File: config.mk
export PLATFORM = sky130hd
export DESIGN_NAME = sensor_moving_average_alarm_top
export DESIGN_NICKNAME = d
export VERILOG_FILES = /design/src/hdl/smaa_pkg.sv /design/src/hdl/smaa_ram.sv /design/src/hdl/smaa_div.sv /design/src/hdl/sensor_moving_average_alarm_top.sv
export SDC_FILE = /design/constraint.sdc
export NUM_CORES = 1
export LEC_CHECK = 0
export ABC_AREA = 1
export BUFFER_PORTS_ARGS = -buffer_cell sky130_fd_sc_hd__buf_2
export CAP_MARGIN = 20
export CORE_MARGIN = 1
export CORE_UTILIZATION = 35
export DETAILED_ROUTE_END_ITERATION = 10
export GPL_TIMING_DRIVEN = 0
export SLEW_MARGIN = 20
export SYNTH_ARGS = -nofsm -noshare
export SYNTH_HDL_FRONTEND = slang
export SYNTH_SLANG_ARGS = --single-unit
File: constraint.sdc
create_clock -name clk -period 13.9 [get_ports clk]
set_clock_uncertainty 0.05 [all_clocks]
set_input_delay 1.39 -clock clk [delete_from_list [all_inputs] [get_ports clk]]
set_output_delay 1.39 -clock clk [all_outputs]
set_load 0.02 [all_outputs]
File: src/hdl/smaa_pkg.sv
// ----------------------------------------------------------------------------
// smaa_pkg
// Shared types and constants for the sensor moving average alarm block.
// ----------------------------------------------------------------------------
package smaa_pkg;

  // number of sensor channels held in the window
  localparam int NCH = 5;

  // field widths of one sample
  localparam int TEMP_W  = 11;
  localparam int HUMID_W = 10;
  localparam int PRESS_W = 14;
  localparam int LPG_W   = 14;
  localparam int SMOKE_W = 14;

  // widest field, also the width of the stored means
  localparam int MEAN_W = 14;

  // bit positions of the channels in one packed window word
  localparam int TEMP_LSB  = 0;
  localparam int HUMID_LSB = TEMP_LSB + TEMP_W;
  localparam int PRESS_LSB = HUMID_LSB + HUMID_W;
  localparam int LPG_LSB   = PRESS_LSB + PRESS_W;
  localparam int SMOKE_LSB = LPG_LSB + LPG_W;
  localparam int SAMPLE_W  = SMOKE_LSB + SMOKE_W;

  // configuration port
  localparam int CFG_IDX_W  = 2;
  localparam int CFG_DATA_W = 14;

  typedef enum logic [CFG_IDX_W-1:0] {
    CFG_TEMP_LIMIT  = 2'd0,
    CFG_LPG_LIMIT   = 2'd1,
    CFG_SMOKE_LIMIT = 2'd2
  } cfg_index_t;

  // register reset values
  localparam logic signed [TEMP_W-1:0] TEMP_LIMIT_RST  = 11'sd220;
  localparam logic [LPG_W-1:0]         LPG_LIMIT_RST   = 14'd800;
  localparam logic [SMOKE_W-1:0]       SMOKE_LIMIT_RST = 14'd1000;

  // channel numbers in processing order
  localparam logic [2:0] CH_TEMP  = 3'd0;
  localparam logic [2:0] CH_LPG   = 3'd3;
  localparam logic [2:0] CH_SMOKE = 3'd4;
  localparam logic [2:0] CH_LAST  = 3'd4;

  // handshake between sequencer and shared divider
  typedef struct packed {
    logic start;
  } div_req_t;

  typedef struct packed {
    logic busy;
    logic done;
  } div_stat_t;

endpackage

File: src/hdl/smaa_ram.sv
// ----------------------------------------------------------------------------
// smaa_ram
// Generic single write port, single read port RAM with registered read.
// ----------------------------------------------------------------------------
module smaa_ram #(
  parameter int WIDTH = 8,
  parameter int DEPTH = 4
) (
  input  logic                                 clk,
  input  logic                                 we,
  input  logic [(DEPTH > 1 ? $clog2(DEPTH) : 1)-1:0] waddr,
  input  logic [WIDTH-1:0]                     wdata,
  input  logic [(DEPTH > 1 ? $clog2(DEPTH) : 1)-1:0] raddr,
  output logic [WIDTH-1:0]                     rdata
);

  logic [WIDTH-1:0] mem [DEPTH];

  // write port and registered read port
  always_ff @(posedge clk) begin
    if (we) begin
      mem[waddr] <= wdata;
    end
    rdata <= mem[raddr];
  end

endmodule

File: src/hdl/smaa_div.sv
// ----------------------------------------------------------------------------
// smaa_div
// Shared restoring divider: one quotient bit per cycle, unsigned operands.
// ----------------------------------------------------------------------------
module smaa_div
  import smaa_pkg::*;
#(
  parameter int DIVIDEND_W = 18,
  parameter int DIVISOR_W  = 3
) (
  input  logic                  clk,
  input  logic                  rst,
  input  div_req_t              req,
  input  logic [DIVIDEND_W-1:0] dividend,
  input  logic [DIVISOR_W-1:0]  divisor,
  output div_stat_t             stat,
  output logic [DIVIDEND_W-1:0] quotient
);

  localparam int STEP_W = $clog2(DIVIDEND_W + 1);

  logic [DIVIDEND_W-1:0] quo;
  logic [DIVISOR_W:0]    rem;
  logic [DIVISOR_W-1:0]  dsr;
  logic [STEP_W-1:0]     step;
  logic                  busy;
  logic                  done;

  logic [DIVISOR_W:0] shifted;
  logic [DIVISOR_W:0] diff;
  logic               fits;

  // one restoring step
  always_comb begin
    shifted = {rem[DIVISOR_W-1:0], quo[DIVIDEND_W-1]};
    fits    = (shifted >= {1'b0, dsr});
    diff    = shifted - {1'b0, dsr};
  end

  // control
  always_ff @(posedge clk) begin
    if (rst) begin
      busy <= 1'b0;
      done <= 1'b0;
      step <= '0;
    end else begin
      done <= 1'b0;
      if (req.start) begin
        busy <= 1'b1;
        step <= STEP_W'(DIVIDEND_W);
      end else if (busy) begin
        step <= step - 1'b1;
        if (step == STEP_W'(1)) begin
          busy <= 1'b0;
          done <= 1'b1;
        end
      end
    end
  end

  // datapath
  always_ff @(posedge clk) begin
    if (req.start) begin
      quo <= dividend;
      rem <= '0;
      dsr <= divisor;
    end else if (busy) begin
      rem <= fits ? diff : shifted;
      quo <= {quo[DIVIDEND_W-2:0], fits};
    end
  end

  assign stat.busy = busy;
  assign stat.done = done;
  assign quotient  = quo;

endmodule

File: src/hdl/sensor_moving_average_alarm_top.sv
// ----------------------------------------------------------------------------
// sensor_moving_average_alarm_top
// Five-channel moving average over a ring window with a threshold alarm.
// ----------------------------------------------------------------------------
// Each accepted sample is written into a ring window of WINDOW_LEN slots and
// one result follows: the truncated average of every channel over the samples
// held so far (one up to WINDOW_LEN), plus an alarm bit set when the exact
// average temperature, the average LPG or the average smoke exceeds its limit.
// The block works on one sample at a time and holds in_stall high meanwhile.
// The summing pass reads one window slot a cycle, and the single shared
// divider then produces one quotient bit a cycle for each of the five
// channels in turn; the channel sums are SUM_W = 15 + clog2(WINDOW_LEN + 1)
// bits wide. A finished result waits in the output register while the next
// sample is taken in; if the previous result is still held there, the block
// waits until it is taken. Limits are written through cfg_we / cfg_index /
// cfg_data; the user must write them only while idle, which the block itself
// does not enforce.
// ----------------------------------------------------------------------------
module sensor_moving_average_alarm_top
  import smaa_pkg::*;
#(
  parameter int WINDOW_LEN = 5
) (
  input  logic                      clk,
  input  logic                      rst,
  // configuration
  input  logic                      cfg_we,
  input  logic [CFG_IDX_W-1:0]      cfg_index,
  input  logic [CFG_DATA_W-1:0]     cfg_data,
  // sample channel
  input  logic                      in_valid,
  output logic                      in_stall,
  input  logic signed [TEMP_W-1:0]  temperature,
  input  logic [HUMID_W-1:0]        humidity,
  input  logic [PRESS_W-1:0]        pressure,
  input  logic [LPG_W-1:0]          lpg_ppm,
  input  logic [SMOKE_W-1:0]        smoke_ppm,
  // result channel
  output logic                      out_valid,
  input  logic                      out_stall,
  output logic signed [TEMP_W-1:0]  mean_temperature,
  output logic [HUMID_W-1:0]        mean_humidity,
  output logic [PRESS_W-1:0]        mean_pressure,
  output logic [LPG_W-1:0]          mean_lpg,
  output logic [SMOKE_W-1:0]        mean_smoke,
  output logic                      alarm
);

  localparam int CNT_W  = $clog2(WINDOW_LEN + 1);
  localparam int ADDR_W = (WINDOW_LEN > 1) ? $clog2(WINDOW_LEN) : 1;
  localparam int SUM_W  = 15 + CNT_W;

  typedef enum logic [1:0] {
    S_IDLE,
    S_SUM,
    S_DIV,
    S_LOAD
  } state_t;

  state_t state;

  // configuration registers
  logic signed [TEMP_W-1:0] temp_limit;
  logic [LPG_W-1:0]         lpg_limit;
  logic [SMOKE_W-1:0]       smoke_limit;

  // window bookkeeping
  logic [ADDR_W-1:0] write_slot;
  logic [CNT_W-1:0]  fill_level;
  logic [CNT_W-1:0]  rd_idx;
  logic              acc_en;

  // accumulation and division
  logic signed [SUM_W-1:0] sums [NCH];
  logic signed [SUM_W-1:0] temp_prod;
  logic                    temp_hot;
  logic [MEAN_W-1:0]       means [NCH];
  logic [2:0]              ch;
  logic                    div_wait;

  logic                in_take;
  logic                rd_more;
  logic [SAMPLE_W-1:0] wr_word;
  logic [SAMPLE_W-1:0] rd_word;

  logic signed [SUM_W-1:0] lim_ext;
  logic signed [SUM_W-1:0] cnt_ext;
  logic signed [SUM_W-1:0] cur_sum;
  logic                    cur_neg;
  logic [SUM_W-1:0]        cur_mag;
  logic [SUM_W-1:0]        quo;
  logic [SUM_W-1:0]        quo_signed;
  logic                    out_free;

  div_req_t  div_req;
  div_stat_t div_stat;

  // handshake
  assign in_stall = (state != S_IDLE);
  assign in_take  = in_valid && !in_stall;
  assign out_free = !out_valid || !out_stall;
  assign rd_more  = (rd_idx < fill_level);

  // packed sample for the window
  assign wr_word = {smoke_ppm, lpg_ppm, pressure, humidity, temperature};

  // window storage
  smaa_ram #(
    .WIDTH (SAMPLE_W),
    .DEPTH (WINDOW_LEN)
  ) u_window (
    .clk   (clk),
    .we    (in_take),
    .waddr (write_slot),
    .wdata (wr_word),
    .raddr (rd_idx[ADDR_W-1:0]),
    .rdata (rd_word)
  );

  // operands of the exact temperature test
  assign lim_ext = {{(SUM_W-TEMP_W){temp_limit[TEMP_W-1]}}, temp_limit};
  assign cnt_ext = {{(SUM_W-CNT_W){1'b0}}, fill_level};

  // divider operand: magnitude of the current channel sum
  always_comb begin
    cur_sum    = sums[ch];
    cur_neg    = cur_sum[SUM_W-1];
    cur_mag    = cur_neg ? SUM_W'(-cur_sum) : SUM_W'(cur_sum);
    quo_signed = cur_neg ? (~quo + 1'b1) : quo;
  end

  assign div_req.start = (state == S_DIV) && !div_wait;

  // shared divider
  smaa_div #(
    .DIVIDEND_W (SUM_W),
    .DIVISOR_W  (CNT_W)
  ) u_div (
    .clk      (clk),
    .rst      (rst),
    .req      (div_req),
    .dividend (cur_mag),
    .divisor  (fill_level),
    .stat     (div_stat),
    .quotient (quo)
  );

  // configuration writes
  always_ff @(posedge clk) begin
    if (rst) begin
      temp_limit  <= TEMP_LIMIT_RST;
      lpg_limit   <= LPG_LIMIT_RST;
      smoke_limit <= SMOKE_LIMIT_RST;
    end else if (cfg_we) begin
      unique case (cfg_index)
        CFG_TEMP_LIMIT:  temp_limit  <= cfg_data[TEMP_W-1:0];
        CFG_LPG_LIMIT:   lpg_limit   <= cfg_data[LPG_W-1:0];
        CFG_SMOKE_LIMIT: smoke_limit <= cfg_data[SMOKE_W-1:0];
        default: ;
      endcase
    end
  end

  // sequencer, window pointers and output register
  always_ff @(posedge clk) begin
    if (rst) begin
      state      <= S_IDLE;
      write_slot <= '0;
      fill_level <= '0;
      rd_idx     <= '0;
      acc_en     <= 1'b0;
      ch         <= '0;
      div_wait   <= 1'b0;
      out_valid  <= 1'b0;
    end else begin
      // a held result leaves once taken; S_LOAD refills the register itself
      if (out_valid && !out_stall && state != S_LOAD) begin
        out_valid <= 1'b0;
      end
      unique case (state)
        S_IDLE: begin
          if (in_take) begin
            if (write_slot == ADDR_W'(WINDOW_LEN - 1)) begin
              write_slot <= '0;
            end else begin
              write_slot <= write_slot + 1'b1;
            end
            if (fill_level != CNT_W'(WINDOW_LEN)) begin
              fill_level <= fill_level + 1'b1;
            end
            rd_idx <= '0;
            acc_en <= 1'b0;
            state  <= S_SUM;
          end
        end
        S_SUM: begin
          acc_en <= rd_more;
          if (rd_more) begin
            rd_idx <= rd_idx + 1'b1;
          end else if (!acc_en) begin
            ch       <= CH_TEMP;
            div_wait <= 1'b0;
            state    <= S_DIV;
          end
        end
        S_DIV: begin
          if (div_req.start) begin
            div_wait <= 1'b1;
          end else if (div_stat.done) begin
            div_wait <= 1'b0;
            if (ch == CH_LAST) begin
              state <= S_LOAD;
            end else begin
              ch <= ch + 1'b1;
            end
          end
        end
        S_LOAD: begin
          if (out_free) begin
            out_valid <= 1'b1;
            state     <= S_IDLE;
          end
        end
        default: state <= S_IDLE;
      endcase
    end
  end

  // channel sums over the filled slots
  always_ff @(posedge clk) begin
    if (state == S_IDLE) begin
      for (int c = 0; c < NCH; c++) begin
        sums[c] <= '0;
      end
    end else if (state == S_SUM && acc_en) begin
      sums[0] <= sums[0] + {{(SUM_W-TEMP_W){rd_word[HUMID_LSB-1]}},
                            rd_word[HUMID_LSB-1:TEMP_LSB]};
      sums[1] <= sums[1] + {{(SUM_W-HUMID_W){1'b0}}, rd_word[PRESS_LSB-1:HUMID_LSB]};
      sums[2] <= sums[2] + {{(SUM_W-PRESS_W){1'b0}}, rd_word[LPG_LSB-1:PRESS_LSB]};
      sums[3] <= sums[3] + {{(SUM_W-LPG_W){1'b0}}, rd_word[SMOKE_LSB-1:LPG_LSB]};
      sums[4] <= sums[4] + {{(SUM_W-SMOKE_W){1'b0}}, rd_word[SAMPLE_W-1:SMOKE_LSB]};
    end
  end

  // exact temperature test: sum against limit times count
  always_ff @(posedge clk) begin
    temp_prod <= lim_ext * cnt_ext;
    if (state == S_SUM && !rd_more && !acc_en) begin
      temp_hot <= (sums[0] > temp_prod);
    end
  end

  // quotients, sign restored, kept per channel
  always_ff @(posedge clk) begin
    if (state == S_DIV && div_stat.done) begin
      means[ch] <= quo_signed[MEAN_W-1:0];
    end
  end

  // result payload
  always_ff @(posedge clk) begin
    if (state == S_LOAD && out_free) begin
      mean_temperature <= means[0][TEMP_W-1:0];
      mean_humidity    <= means[1][HUMID_W-1:0];
      mean_pressure    <= means[2][PRESS_W-1:0];
      mean_lpg         <= means[CH_LPG][LPG_W-1:0];
      mean_smoke       <= means[CH_SMOKE][SMOKE_W-1:0];
      alarm            <= temp_hot
                          || (means[CH_LPG][LPG_W-1:0] > lpg_limit)
                          || (means[CH_SMOKE][SMOKE_W-1:0] > smoke_limit);
    end
  end

endmodule

Word level (Yosys, flattened, before mapping)
Memory sizes are Yosys's and may differ from the RTL's. A register that Yosys moved wholly into a read port is not among the register bits.
Index checks and enable logic that the tools add are counted.
- register bits: 132
- RAM bits: 475
- bits of input ports: 84
- output and inout bits: 66
- word-level logic and storage cells: 163
- memories: 3
- $add $sub $neg: 13
- multiply operators: 1
- $lt $le $gt $ge: 5
- equal/unequal tests: 20
- muxes and demuxes: 55
- bitwise logic cells: 7
- reduce and logical (&&, ||, !) cells: 36
- memory list (memory ; words ; width ; read ports ; clocked after Yosys merged registers in ; wr ports ; RTL line ; source):
    u_window.mem ; 5 ; 63 ; 1 ; 1 ; 1 ; smaa_ram.sv:17 ; logic [WIDTH-1:0] mem [DEPTH];
    sums ; 5 ; 18 ; 6 ; 1 ; 5 ; sensor_moving_average_alarm_top.sv:74 ; logic signed [SUM_W-1:0] sums [NCH];
    means ; 5 ; 14 ; 5 ; 3 ; 1 ; sensor_moving_average_alarm_top.sv:77 ; logic [MEAN_W-1:0] means [NCH];
- operator list (kind ; count):
    two-way mux 18 bit ; 8
    adder 18 x 14 -> 18 bit ; 3
    two-way mux 3 bit ; 11
    > comparator 14 bit ; 2
    two-way mux 1 bit ; 21
    adder 18 x 10 -> 18 bit ; 1
    adder 18 bit ; 1
    > comparator 18 x 15 -> 1 bit ; 1
    inequality test 2 bit, second input constant ; 9
    negator 18 bit ; 1
    multiplier 11 x 4 -> 15 bit ; 1
    adder 14 x 1 -> 14 bit, second input constant ; 1
    two-way mux 14 bit ; 1
    two-way mux 2 bit ; 7
    inverter 14 bit ; 1
    adder 3 x 1 -> 3 bit, second input constant ; 4
    one-hot mux 3 bit (2 select lines) ; 2
    two-way mux 5 bit ; 2
    AND reduction 2 bit ; 5
    logical AND 1 bit ; 9
    one-hot mux 2 bit (4 select lines) ; 1
    nonzero test 2 bit ; 4
    AND reduction 7 bit ; 1
    equality test 2 bit, second input constant ; 3
    other kinds (21) ; 37

Longest topological paths before layout
- depth in word-level cells: 7
- mapped depth: 15
- mapped depth without buffers: 14

By module
Synthesis repeated with hierarchy kept, for this count alone.
- cells, all modules: 3552
- area total of the unflattened synthesis: 33472.1 um^2
- modules (own cells, without submodules) (module ; instances ; cells an instance ; area each (um^2) ; seq. area each (um^2)):
    sensor_moving_average_alarm_top ; 1 ; 2066 ; 17511.8 ; 8027.7
    smaa_ram ; 1 ; 1327 ; 14535.2 ; 10720.3
    smaa_div ; 1 ; 159 ; 1425.1 ; 830.8

Worst setup path before layout
Ideal clock, no wire load.
- kind: input to register
- start point: in in_valid
- end point: mem u_window.mem[4][0] (netlist bit), enable pin
- setup time: 0.562 ns
- arrival time: 5.988 ns
- data required time: 13.288 ns
- path slack: 7.300 ns
- cell stages on the path: 4
- path buffers: 0
- path through: nand2_1 > inv_1 > nand2_1 > nor3_1
- longest elaborated chain between the ends: 3
- RTL lines (item ; RTL line ; source):
    start, declared ; sensor_moving_average_alarm_top.sv:31 ; input logic in_valid,
    logical AND 1 bit ; sensor_moving_average_alarm_top.sv:100 ; assign in_take = in_valid && !in_stall;
    two-way mux 1 bit ; smaa_ram.sv:21 ; if (we) begin
    two-way mux 1 bit (not written as such) ; smaa_ram.sv:22 ; mem[waddr] <= wdata;
    end, declared ; smaa_ram.sv:17 ;
Every way passes these cells.

Final worst setup path
- start point: reg state[0]
- end point: out in_stall
- longest elaborated chain between the ends: 1
- RTL lines (item ; RTL line ; source):
    start, declared ; sensor_moving_average_alarm_top.sv:60 ; state_t state;
    start signal, assigned ; sensor_moving_average_alarm_top.sv:167 ; state <= S_IDLE;
    start signal, assigned ; sensor_moving_average_alarm_top.sv:193 ; state <= S_SUM;
    start signal, assigned ; sensor_moving_average_alarm_top.sv:203 ; state <= S_DIV;
    nonzero test 2 bit ; sensor_moving_average_alarm_top.sv:99 ; assign in_stall = (state != S_IDLE);
    end, declared ; sensor_moving_average_alarm_top.sv:32 ; output logic in_stall,
Every way passes these cells.

==> flow_summary.toml <==
[status]
outcome = "complete, no violations"

[setup_path]
cpMaxStageDelayCell = "dfxtp_1"
cp_data_required_time_ns = 12.46
rr_endpoint = "temp_prod[12]$_DFF_P_"
reg2reg_depth = 13
r2r_start = "fill_level[1]$_SDFFE_PP0P_"
crit_buf_inv = 3
critical_path.endpoint_type = "primary output"
path_common_cell = "inv_1"
worstPathMaxFanout = 4
crit_path_cell_trace = "inv_1, ha_1, inv_1, buf_2"
critical_path_arrival_ns = 1.89
critical_path_class = "flop to primary output"
start_kind = "flop"
critPathTopFamily = "buffers and inverters"
rrSetupSlack_ns = 10.61
slowest_delay_ns = 0.36

[clock_tree]
path_clk_slew_ns = 0.06
worstSkewPairLatency_ns = 0.65
clock_sinks = 701
cts_tree = "done"
cts_inserted_buffers = 78
clockRootBuffer = "clkbuf_16"
htree_levels = 3
cts_hold_buf = 0
cts.path.max_buffers = 3
post_cts_resized = 0
postCtsSetupRepairBufs = 0

[logic_synthesis]
synthArstFlopShare = 0
synth.area.top_cells = "edfxtp_1 52%, dfxtp_1 9.2%, ha_1 6.3%, nor2_1 5.6%, nand2_1 4.9%"
synth_seq_area_share = 0.612
ys_seq_elements = 701
synth-edff-count = 554
synth_top_area_cell = "edfxtp_1"
synth_top_area_frac = 0.520
yosysWarnings = 0
syn_nets = 3356
synthDistinctLibCells = 52
synthCells = 3093
netlist_area_sq_mm = 0.0320
ys.flop_type = "edfxtp_1"
postSynthAreaPerCell_sq_um = 10.3

[flow_run]
drv_cap = 0

[min_path]
hold-path-cell-count = 0
hp-start = "means[0][10]$_DFFE_PP_"
worstHoldPathType = "flop to flop"
whs_endpoint = "mean_temperature[10]$_DFFE_PP_"

[floorplan]
initial_core_util = 0.354
die_h_um = 304
io_pins = 150
die_area_sq_mm = 0.0926
die-width_um = 304
row_count = 110
core_sq_mm = 0.0903

[timing]
worst_pin_slew_ns = 1.14
max_freq_mhz = 300
finalSetupViolations = 0
grt_setup_unrepaired = "false"
hold_viol = 0
relSlewSlack = 0.241
min_period_ns = 3.33
final.setup.tns_ns = 0
period_share = 0.240
timing.final.max_slew_violations = 0

[drt]
vias_per_cell = 4.90
route.detailed.drc = 0
dr_total_vias = 22500
wl_per_cell_um = 17.6
first_pass_iters = 5
route.final.wire_length_um = 80800
first_iter_violations = 1658
antenna_left = 0

[final_layout]
antenna_cells = 0
n_fill_cell = 8596
syn2layout_area_growth_pct = 16.9
nets = 3616
register_area_sq_mm = 0.0196
finish.instance_area_sq_mm = 0.0374
multi_input_area_sq_mm = 0.0108
drive_gt1_frac = 0.112

[place]
dpl_cell_area_sq_mm = 0.0348
port_buffers = 149
dp_hpwl_um = 57900
place_congestion = 0.915

[grt]
antenna_found_initial = 3
grt_max_degree = 40
grt_pass1_vias = 21500
grt_usage = 0.172
grt.overflow.total = 0
grt_pass1_wl_um = 124000

[power]
powerDensity_mw_per_mm2 = 219
vdd_drop_max_mv = 0.130
power.leakage_nw = 15.1
## sequential cells by signal, summed over array words and instances (netlist names), 5 cells and up, named ones only
name / cells
u_window.mem: 315
temp_limit: 11
mean_smoke: 14
mean_humidity: 10
smoke_limit: 14
mean_lpg: 14
sums: 90
u_div.quotient: 18
temp_prod: 15
mean_pressure: 14
lpg_limit: 14
u_div.step: 5
mean_temperature: 11
u_window.rdata: 63
means: 63
## layout by cell type (no fill, tap or decap), types with 6 or more instances in the layout
master | synthesis | routed
edfxtp_1 | 554 | 554
nor2_1 | 476 | 470
nand2_1 | 420 | 419
inv_1 | 325 | 325
o21ai_0 | 271 | 271
a21oi_1 | 205 | 204
ha_1 | 162 | 162
buf_2 | 9 | 158
dfxtp_1 | 147 | 147
nand3_1 | 127 | 127
clkbuf_1 | 58 | 80
clkbuf_16 | 0 | 78
a31oi_1 | 71 | 71
xor2_1 | 21 | 21
nand2_2 | 19 | 19
buf_4 | 7 | 18
nand4_1 | 18 | 18
nor3_1 | 21 | 17
fa_1 | 17 | 17
buf_1 | 15 | 15
o211ai_1 | 14 | 14
o21ai_1 | 12 | 12
clkinv_2 | 0 | 12
xnor2_1 | 10 | 10
inv_2 | 10 | 10
buf_6 | 8 | 10
clkinv_1 | 1 | 10
buf_16 | 0 | 10
a211oi_1 | 9 | 9
or2_2 | 9 | 9
o21bai_1 | 9 | 9
o21a_1 | 8 | 8
buf_12 | 0 | 8
nor2_4 | 3 | 7
nor3b_1 | 7 | 7
or2_1 | 6 | 6
a21o_1 | 6 | 6
bufinv_16 | 0 | 6
clkbuf_8 | 0 | 6
## how the worst max path moves through the flow
stage                                          start                       endpoint  slack [ns]  cells past startpoint
after CTS                      state[0]$_SDFFE_PP0P_                       in_stall       10.59                      4
final                          state[0]$_SDFFE_PP0P_                       in_stall       10.57                      4
after detailed placement                    in_valid  u_window.mem[4][22]$_DFFE_PP_       10.09                      9
after floorplan                             in_valid   u_window.mem[4][0]$_DFFE_PP_        7.30                      4
after global routing      fill_level[1]$_SDFFE_PP0P_          temp_prod[14]$_DFF_P_       10.37                     14
after global placement                      in_valid  u_window.mem[4][24]$_DFFE_PP_        2.66                      5
## layer usage
| layer | track usage | share of wire | wire [um] |
|---|---|---|---|
| met1 | 0.229 | 0.44 | 35700 |
| met2 | 0.284 | 0.47 | 37900 |
| met3 | 0.0329 | 0.062 | 4980 |
| met4 | 0.0530 | 0.027 | 2150 |
| met5 | 0 | 0.00050 | 40 |
## power breakdown
group          internal, W  switching [W]
sequential         0.00280       0.000243
clock              0.00120       0.000869
combinational     0.000975        0.00211
total              0.00497        0.00322
## cells by family after synthesis
group / count (synthesis) / synth area share
compound gates: 624 / 0.106
xor+xnor: 31 / 0.00849
fa+ha+maj: 179 / 0.0740
buf+inv: 433 / 0.0539
flops: 701 / 0.612
simple gates: 1125 / 0.146
## layout make-up
type                       instances  area share
sequential                       701       0.523
tap                             1176      0.0393
clock inverter                    39      0.0125
clock buffer                     107      0.0567
multi-input combinational       1959       0.288
inverter                         336      0.0337
timing repair buffer             180      0.0344
buffer                            97      0.0124
## metrics by stage
stage                     total power, W  instances   util  hold WS (ns)  setup WS [ns]
final                            0.00820       4595  0.414         0.364          10.57
after CTS                        0.00824       4595  0.414         0.365          10.59
after detailed placement         0.00616       4449  0.386         0.355          10.09
after global placement           0.00610       4418  0.379         0.352           2.66
after floorplan                  0.00515       3093      -         0.350           7.30
after global routing             0.00876       4595  0.414         0.368          10.37
## synth_stat cells (3+ instances only)
cell / n
edfxtp_1: 554
nor2_1: 476
nand2_1: 420
inv_1: 325
o21ai_0: 271
a21oi_1: 205
ha_1: 162
dfxtp_1: 147
nand3_1: 127
a31oi_1: 71
clkbuf_1: 58
nor3_1: 21
xor2_1: 21
nand2_2: 19
nand4_1: 18
fa_1: 17
buf_1: 15
o211ai_1: 14
o21ai_1: 12
inv_2: 10
xnor2_1: 10
a211oi_1: 9
buf_2: 9
o21bai_1: 9
or2_2: 9
buf_6: 8
o21a_1: 8
buf_4: 7
nor3b_1: 7
a21o_1: 6
or2_1: 6
a221oi_1: 4
nand3b_1: 4
o22ai_1: 4
nor2_2: 3
nor2_4: 3
nor4_1: 3
o31ai_1: 3
No activity file was read; power rests on OpenSTA's default activity.
